--- src/hdl/sha256_pkg.sv ---
// sha256_pkg: shared constants, types and round functions for the sha-256 digest block
// holds the round constant table, the initial hash values and the sequencer state type
// no dependencies
`timescale 1ns / 1ps
`default_nettype none

package sha256_pkg;

  localparam int unsigned NumRounds   = 64;
  localparam int unsigned NumHashWords = 8;
  localparam int unsigned WinWords    = 16;
  localparam int unsigned CountBits   = 61;

  // position in a 64-byte block where the bit length starts
  localparam logic [5:0] LenStartPos = 6'd56;
  localparam logic [5:0] LastBytePos = 6'd63;
  localparam logic [7:0] PadMarkByte = 8'h80;
  localparam logic [2:0] LastWordIdx = 3'd7;

  localparam logic [31:0] ROUND_K [NumRounds] = '{
    32'h428a2f98, 32'h71374491, 32'hb5c0fbcf, 32'he9b5dba5,
    32'h3956c25b, 32'h59f111f1, 32'h923f82a4, 32'hab1c5ed5,
    32'hd807aa98, 32'h12835b01, 32'h243185be, 32'h550c7dc3,
    32'h72be5d74, 32'h80deb1fe, 32'h9bdc06a7, 32'hc19bf174,
    32'he49b69c1, 32'hefbe4786, 32'h0fc19dc6, 32'h240ca1cc,
    32'h2de92c6f, 32'h4a7484aa, 32'h5cb0a9dc, 32'h76f988da,
    32'h983e5152, 32'ha831c66d, 32'hb00327c8, 32'hbf597fc7,
    32'hc6e00bf3, 32'hd5a79147, 32'h06ca6351, 32'h14292967,
    32'h27b70a85, 32'h2e1b2138, 32'h4d2c6dfc, 32'h53380d13,
    32'h650a7354, 32'h766a0abb, 32'h81c2c92e, 32'h92722c85,
    32'ha2bfe8a1, 32'ha81a664b, 32'hc24b8b70, 32'hc76c51a3,
    32'hd192e819, 32'hd6990624, 32'hf40e3585, 32'h106aa070,
    32'h19a4c116, 32'h1e376c08, 32'h2748774c, 32'h34b0bcb5,
    32'h391c0cb3, 32'h4ed8aa4a, 32'h5b9cca4f, 32'h682e6ff3,
    32'h748f82ee, 32'h78a5636f, 32'h84c87814, 32'h8cc70208,
    32'h90befffa, 32'ha4506ceb, 32'hbef9a3f7, 32'hc67178f2
  };

  localparam logic [31:0] INIT_HASH [NumHashWords] = '{
    32'h6a09e667, 32'hbb67ae85, 32'h3c6ef372, 32'ha54ff53a,
    32'h510e527f, 32'h9b05688c, 32'h1f83d9ab, 32'h5be0cd19
  };

  typedef enum logic [4:0] {
    ST_IDLE   = 5'b00001,
    ST_ROUND  = 5'b00010,
    ST_UPDATE = 5'b00100,
    ST_PAD    = 5'b01000,
    ST_EMIT   = 5'b10000
  } seq_state_t;

  function automatic logic [31:0] ror32(input logic [31:0] x, input int unsigned n);
    return (x >> n) | (x << (32 - n));
  endfunction

  function automatic logic [31:0] big_sig0(input logic [31:0] x);
    return ror32(x, 2) ^ ror32(x, 13) ^ ror32(x, 22);
  endfunction

  function automatic logic [31:0] big_sig1(input logic [31:0] x);
    return ror32(x, 6) ^ ror32(x, 11) ^ ror32(x, 25);
  endfunction

  function automatic logic [31:0] small_sig0(input logic [31:0] x);
    return ror32(x, 7) ^ ror32(x, 18) ^ (x >> 3);
  endfunction

  function automatic logic [31:0] small_sig1(input logic [31:0] x);
    return ror32(x, 17) ^ ror32(x, 19) ^ (x >> 10);
  endfunction

endpackage

`default_nettype wire

--- src/hdl/sha256_message_digest.sv ---
// sha256_message_digest: byte-serial sha-256 digest engine, top level
// one shared round unit driven by a small sequencer; depends on sha256_pkg
`timescale 1ns / 1ps
`default_nettype none

// usage
// - message channel (msg_valid / msg_ready): one item per message byte, with
//   byte_present marking a real byte and message_end closing the message;
//   an item with message_end and no byte finishes the message as it stands
//   (an empty message is a single such item)
// - digest channel (digest_valid / digest_ready): eight items per message,
//   word_index 0 first, digest_last high on word 7
// - a byte that does not fill the 64-byte block leaves msg_ready high; the
//   byte that fills a block starts the rounds and the hash update on the
//   single round unit, and msg_ready stays low until both are done
// - message end: padding shifts in one byte per cycle from the current fill
//   position to the block end, then the block is compressed; when the fill
//   position is 56 or more a second pad block and its compression follow
// - the digest words then wait in the hash registers; msg_ready stays low
//   until the last word is taken, so a stalled receiver simply holds the
//   block in its output phase with the payload steady
// - reset (rst, synchronous, active high) loads the initial hash values,
//   clears the byte count and returns to idle; no clearing pass is needed
module sha256_message_digest
  import sha256_pkg::*;
(
  input  wire logic        clk,
  input  wire logic        rst,
  // message channel
  input  wire logic        msg_valid,
  output logic             msg_ready,
  input  wire logic [7:0]  data_byte,
  input  wire logic        byte_present,
  input  wire logic        message_end,
  // digest channel
  output logic             digest_valid,
  input  wire logic        digest_ready,
  output logic [31:0]      digest_word,
  output logic [2:0]       word_index,
  output logic             digest_last
);

  // sequencer
  seq_state_t state;
  seq_state_t ret_state;       // where to go after the hash update

  // message buffer and schedule window share one 16-word shift line
  logic [31:0] win [WinWords];
  logic [31:0] hash [NumHashWords];
  logic [31:0] v [NumHashWords];  // working variables a..h
  logic [5:0]  round;
  logic [CountBits-1:0] count;
  logic [CountBits-1:0] count_next;

  // padding control
  logic [5:0]  ppos;           // fill position of the next pad byte
  logic        pad_first;      // next pad byte is the 0x80 marker
  logic        len_ok;         // this pad block carries the bit length
  logic [63:0] len;            // bit length, consumed msb first

  logic [2:0]  out_idx;

  logic        msg_acc;
  logic        dig_acc;
  logic        shift_en;
  logic [7:0]  shift_byte;
  logic [7:0]  pad_byte;
  logic        len_byte;

  logic [31:0] w_new;
  logic [31:0] t1;
  logic [31:0] t2;

  assign msg_ready    = (state == ST_IDLE);
  assign digest_valid = (state == ST_EMIT);
  assign msg_acc      = msg_valid && msg_ready;
  assign dig_acc      = digest_valid && digest_ready;

  assign digest_word = hash[0];
  assign word_index  = out_idx;
  assign digest_last = (out_idx == LastWordIdx);

  assign count_next = byte_present ? count + 1'b1 : count;

  // pad byte: marker first, bit length in the last eight places of the final block
  assign len_byte = len_ok && (ppos >= LenStartPos);
  always_comb begin
    if (pad_first) begin
      pad_byte = PadMarkByte;
    end else if (len_byte) begin
      pad_byte = len[63:56];
    end else begin
      pad_byte = 8'h00;
    end
  end

  assign shift_en   = (msg_acc && byte_present) || (state == ST_PAD);
  assign shift_byte = (state == ST_PAD) ? pad_byte : data_byte;

  // shared round unit: one compression round and one schedule word per cycle
  assign w_new = small_sig1(win[14]) + win[9] + small_sig0(win[1]) + win[0];
  assign t1    = v[7] + big_sig1(v[4]) + ((v[4] & v[5]) ^ (~v[4] & v[6]))
               + ROUND_K[round] + win[0];
  assign t2    = big_sig0(v[0]) + ((v[0] & v[1]) ^ (v[0] & v[2]) ^ (v[1] & v[2]));

  // shift line: bytes enter at win[15], rounds pull words from win[0]
  always_ff @(posedge clk) begin
    if (shift_en) begin
      for (int i = 0; i < WinWords - 1; i++) begin
        win[i] <= {win[i][23:0], win[i+1][31:24]};
      end
      win[WinWords-1] <= {win[WinWords-1][23:0], shift_byte};
    end else if (state == ST_ROUND) begin
      for (int i = 0; i < WinWords - 1; i++) begin
        win[i] <= win[i+1];
      end
      win[WinWords-1] <= w_new;
    end
  end

  // working variables
  always_ff @(posedge clk) begin
    if (state == ST_ROUND) begin
      v[7] <= v[6];
      v[6] <= v[5];
      v[5] <= v[4];
      v[4] <= v[3] + t1;
      v[3] <= v[2];
      v[2] <= v[1];
      v[1] <= v[0];
      v[0] <= t1 + t2;
    end else begin
      // preload with the chaining value while waiting for a full block
      for (int i = 0; i < NumHashWords; i++) begin
        v[i] <= hash[i];
      end
    end
  end

  // padding length register
  always_ff @(posedge clk) begin
    if (msg_acc && message_end) begin
      len <= {count_next, 3'b000};
    end else if (state == ST_PAD && !pad_first && len_byte) begin
      len <= {len[55:0], 8'h00};
    end
  end

  // sequencer and control state
  always_ff @(posedge clk) begin
    if (rst) begin
      state     <= ST_IDLE;
      ret_state <= ST_IDLE;
      round     <= '0;
      count     <= '0;
      ppos      <= '0;
      pad_first <= 1'b0;
      len_ok    <= 1'b0;
      out_idx   <= '0;
      for (int i = 0; i < NumHashWords; i++) begin
        hash[i] <= INIT_HASH[i];
      end
    end else begin
      unique case (state)
        ST_IDLE: begin
          if (msg_acc) begin
            count <= count_next;
            if (message_end) begin
              ppos      <= count_next[5:0];
              pad_first <= 1'b1;
              len_ok    <= 1'b0;
            end
            if (byte_present && count[5:0] == LastBytePos) begin
              // block full: compress before anything else
              state     <= ST_ROUND;
              round     <= '0;
              ret_state <= message_end ? ST_PAD : ST_IDLE;
            end else if (message_end) begin
              state <= ST_PAD;
            end
          end
        end
        ST_PAD: begin
          ppos      <= ppos + 1'b1;
          pad_first <= 1'b0;
          if ((pad_first && ppos < LenStartPos) || ppos == LastBytePos) begin
            len_ok <= 1'b1;
          end
          if (ppos == LastBytePos) begin
            state     <= ST_ROUND;
            round     <= '0;
            ret_state <= len_ok ? ST_EMIT : ST_PAD;
          end
        end
        ST_ROUND: begin
          round <= round + 1'b1;
          if (round == 6'(NumRounds - 1)) begin
            state <= ST_UPDATE;
          end
        end
        ST_UPDATE: begin
          for (int i = 0; i < NumHashWords; i++) begin
            hash[i] <= hash[i] + v[i];
          end
          out_idx <= '0;
          state   <= ret_state;
        end
        ST_EMIT: begin
          if (dig_acc) begin
            out_idx <= out_idx + 1'b1;
            if (out_idx == LastWordIdx) begin
              // digest done: back to the initial chaining value
              for (int i = 0; i < NumHashWords; i++) begin
                hash[i] <= INIT_HASH[i];
              end
              count <= '0;
              state <= ST_IDLE;
            end else begin
              for (int i = 0; i < NumHashWords - 1; i++) begin
                hash[i] <= hash[i+1];
              end
            end
          end
        end
        default: begin
          state <= ST_IDLE;
        end
      endcase
    end
  end

  // never take a message item while digest words are pending
  a_no_overlap: assert property (@(posedge clk) disable iff (rst)
    !(msg_ready && digest_valid))
    else $error("message and digest channels active together");

  // every compression starts at round zero
  a_round_start: assert property (@(posedge clk) disable iff (rst)
    $rose(state == ST_ROUND) |-> (round == '0))
    else $error("compression entered mid-round");

  // after the last digest word the block is ready for a new message
  a_back_to_idle: assert property (@(posedge clk) disable iff (rst)
    (dig_acc && digest_last) |=> (msg_ready && count == '0))
    else $error("block not idle after last digest word");

  // output phase always starts at word zero
  a_emit_start: assert property (@(posedge clk) disable iff (rst)
    $rose(digest_valid) |-> (word_index == '0))
    else $error("digest output did not start at word zero");

endmodule

`default_nettype wire
--- config.mk ---
export PLATFORM = sky130hd
export DESIGN_NAME = sha256_message_digest
export DESIGN_NICKNAME = d
export VERILOG_FILES = /design/src/hdl/sha256_pkg.sv /design/src/hdl/sha256_message_digest.sv
export SDC_FILE = /design/constraint.sdc
export NUM_CORES = 2
export LEC_CHECK = 0
export ABC_AREA = 0
export ABC_CLOCK_PERIOD_IN_PS = 24900
export BUFFER_PORTS_ARGS = -buffer_cell sky130_fd_sc_hd__buf_2
export CORE_UTILIZATION = 55
export CTS_BUF_LIST = sky130_fd_sc_hd__clkbuf_4 sky130_fd_sc_hd__clkbuf_8
export DETAILED_ROUTE_END_ITERATION = 6
export HOLD_SLACK_MARGIN = 0.15
export PLACE_DENSITY = 0.74
export SETUP_SLACK_MARGIN = 0.02
export SLEW_MARGIN = 5
export SYNTH_ARGS = -nofsm -noshare
export SYNTH_HDL_FRONTEND = slang
export SYNTH_SLANG_ARGS = --single-unit
--- constraint.sdc ---
create_clock -name clk -period 24.9 [get_ports clk]
set_input_delay 2.49 -clock clk [delete_from_list [all_inputs] [get_ports clk]]
set_output_delay 2.49 -clock clk [all_outputs]
set_load 0.005 [all_outputs]
==> results by group <==
Final layout
  – Layout Cells excl Fill: 10,500
  – Most common cell after layout, fill and taps aside: nand2_1
  – Final core utilization: 0.596
  – Area of the multi-input gates: 0.0411 mm^2
  – Area delta synth->final: 7.47%
  – Sequential Area: 0.0311 mm^2
  – Net total in the final layout: 9,112
  – Most frequent cells in the layout: nand2_1 (2,511), edfxtp_1 (765), o21ai_0 (571)
  – Fillers: 11,800
  – Post-route cell area: 0.0808 mm^2
  – Layout cells sized above 1: 0.0650

Detailed routing
  – Routed via count: 63,300
  – First-pass detailed-route iteration total: 7
  – Routed Antenna Nets: 0
  – DR WL/cell: 22.6 um
  – DRT iter0 DRCs: 6,865
  – Post-Route WL: 237,000 um
  – Vias per cell: 6.05
  – Drt drc: 1

STA
  – FMAX: 96.9 MHz
  – Setup TNS: 0 ns
  – Final setup fails: 0
  – Final Max Slew Viols: 0
  – Period utilization: 0.415
  – Final worst clock skew: 0.0851 ns
  – Final hold violations: 0
  – Worst slew pin tran: 1.24 ns
  – Fin crit period: 10.32 ns
  – Max-slew headroom: 0.166
  – RSZ-0062 raised after global routing: no

Placement
  – Final GP Congestion: 1.04
  – Detail Placement HPWL: 169,000 um
  – Area after DPL: 0.0765 mm^2
  – PortBufs: 51
  – DP Cell Count: 10,100

GRT
  – Largest net degree at the start of global routing: 188
  – Tot GR Track Use: 0.338
  – Number of global-route vias before repair: 60,000
  – Gr busiest metal: met2
  – Initial antenna violation count: 2
  – Met1 Use GR: 0.439
  – Met3 Resource Use GR: 0.0606
  – Total gr overflow: 0
  – M2 GR Usage: 0.533
  – Global-route wire length before repair: 357,000 um

Critical path
  – R2R setup slack: 14.58 ns
  – CP most frequent cell: o21ai_0
  – Worst setup path class: reg2reg
  – Slowest cell on the critical path: o21ai_0
  – Crit. End Element: register
  – Setup crit start kind: register
  – Worst path required time: 25.68 ns
  – Critical Path AT: 11.10 ns
  – Delay of the slowest critical-path stage: 0.98 ns
  – Critical Path Fanout Max: 20

Floorplan
  – I/O pin cnt: 52
  – Full die area: 0.138 mm^2
  – Initial Utilization: 0.554
  – Row cnt: 135
  – Core Region: 0.136 mm^2
  – Die width: 372 um
  – Die height: 372 um

Synthesis
  – Post-synthesis compound-gate area fraction: 0.150
  – Cells after Synth: 8,688
  – Sequential element share of the synthesized area: 0.414
  – Yosys top cell area share: 0.305
  – Syn_nets: 9,292
  – Synthesized-area fraction occupied by adder cells: 0.118
  – Mux share of post-synthesis cell area: 0.00777
  – Largest family of logic cells by synthesized area: simple AND/OR/NAND/NOR gates
  – Post-synth EDFFs: 765
  – Mapped Avg Cell Area: 8.66 um^2
  – Synth cell types: 92
  – Top post-synthesis cells by area: edfxtp_1 (31%), nand2_1 (13%), dfxtp_1 (11%)
  – Post-synth top area cell: edfxtp_1
  – Number of synthesized register bits: 1,171
  – Synth warn: 0
  – Synth Area in Simple Gates: 0.194
  – XOR/XNOR share of the synthesized area: 0.0750
  – Share of synthesized registers carrying an async set or reset: 0
  – Synth Cell Area: 0.0752 mm^2
  – Primary FF master, synth: edfxtp_1

Clocking
  – CTS root buf: clkbuf_8
  – # H-tree levels: 4
  – CTS tree: built
  – CTS sink count: 1,171
  – Cts bufs inserted: 198
  – Skew-Pair Late Insertion Delay: 0.96 ns
  – Post-CTS Resized: 0
  – Setup Buffers After CTS: 0
  – Max Root-Sink Buffers: 3
  – CTS Hold Buffers Added: 0
  – Reg clk slew, reported paths: 0.07 ns

Status
  – Status: complete, but fails checks
  – Failing checks: design-rule violations

Job
  – Max-cap violations: 0

Worst hold path
  – Hold Crit Class: reg2reg
-- through the flow --
step | setup slack (ns) | hold slack, ns
final | 14.58 | 0.447
after global routing | 14.13 | 0.462
after CTS | 14.84 | 0.438
after detailed placement | 14.84 | 0.453
after global placement | 14.92 | 0.449
after floorplan | 9.45 | 0.431
-- synth_stat cells, drive strengths merged, types with 185 or more instances --
| cell | count |
|---|---|
| nand2 | 2519 |
| edfxtp | 765 |
| o21ai | 575 |
| a21oi | 568 |
| clkbuf | 474 |
| nor2 | 462 |
| xnor2 | 411 |
| dfxtp | 406 |
| ha | 395 |
| inv | 339 |
| xor2 | 233 |
| fa | 195 |
| a21o | 185 |
-- metal layers --
layer	wire length, um	part of all wire
met1	95000	0.40
met3	19700	0.083
met5	0	0
met4	14900	0.063
met2	107000	0.45
-- critical path: cells and delay by family (launching register included) --
| family | cells | cell delay [ns] |
|---|---|---|
| AOI/OAI and AO/OA | 19 | 4.56 |
| adders and majority gates | 7 | 3.42 |
| buffers and inverters | 6 | 1.04 |
| xor gates and xnor gates | 3 | 0.46 |
| and+or+nand+nor | 1 | 0.36 |
| DFF | 1 | 0.30 |
-- kinds of logic (layout without fill, tap and decap cells) --
logic type / after synthesis / after routing
AOI/OAI and AO/OA: 1851 / 1851
xor gates and xnor gates: 644 / 644
DFF: 1171 / 1171
other: 0 / 2
and+or+nand+nor: 3543 / 3543
adders and majority gates: 593 / 593
muxes: 49 / 49
buffers and inverters: 837 / 822
-- state kept, by name (all words and copies together), names as in the netlist --
| name | cells |
|---|---|
| round | 6 |
| ret_state | 3 |
| len_ok | 1 |
| win | 512 |
| ppos | 6 |
| hash | 256 |
| pad_first | 1 |
| word_index | 3 |
| len | 61 |
| count | 61 |
| v | 256 |
| state | 5 |
-- layout make-up --
| class | count | share of cell area |
|---|---|---|
| clock buffer | 294 | 0.0449 |
| antenna | 2 | 0.0000619 |
| clock inverter | 71 | 0.00873 |
| timing repair buffer | 116 | 0.00984 |
| multi-input combinational | 6680 | 0.508 |
| tap | 1781 | 0.0276 |
| inverter | 341 | 0.0159 |
| sequential | 1171 | 0.385 |
-- path summary, 6_finish.rpt --
check	from	end	cells past startpoint
worst min register to register	v[5][11]	v[6][11]	2
worst max-delay path	round[1]	v[0][31]	36
worst max register to register	round[1]	v[0][31]	36
worst min-delay path	v[5][11]	v[6][11]	2
Power is left out: the tool's default activity adds up to more than one toggle a clock period on the data nets, which glitch-free logic cannot reach.
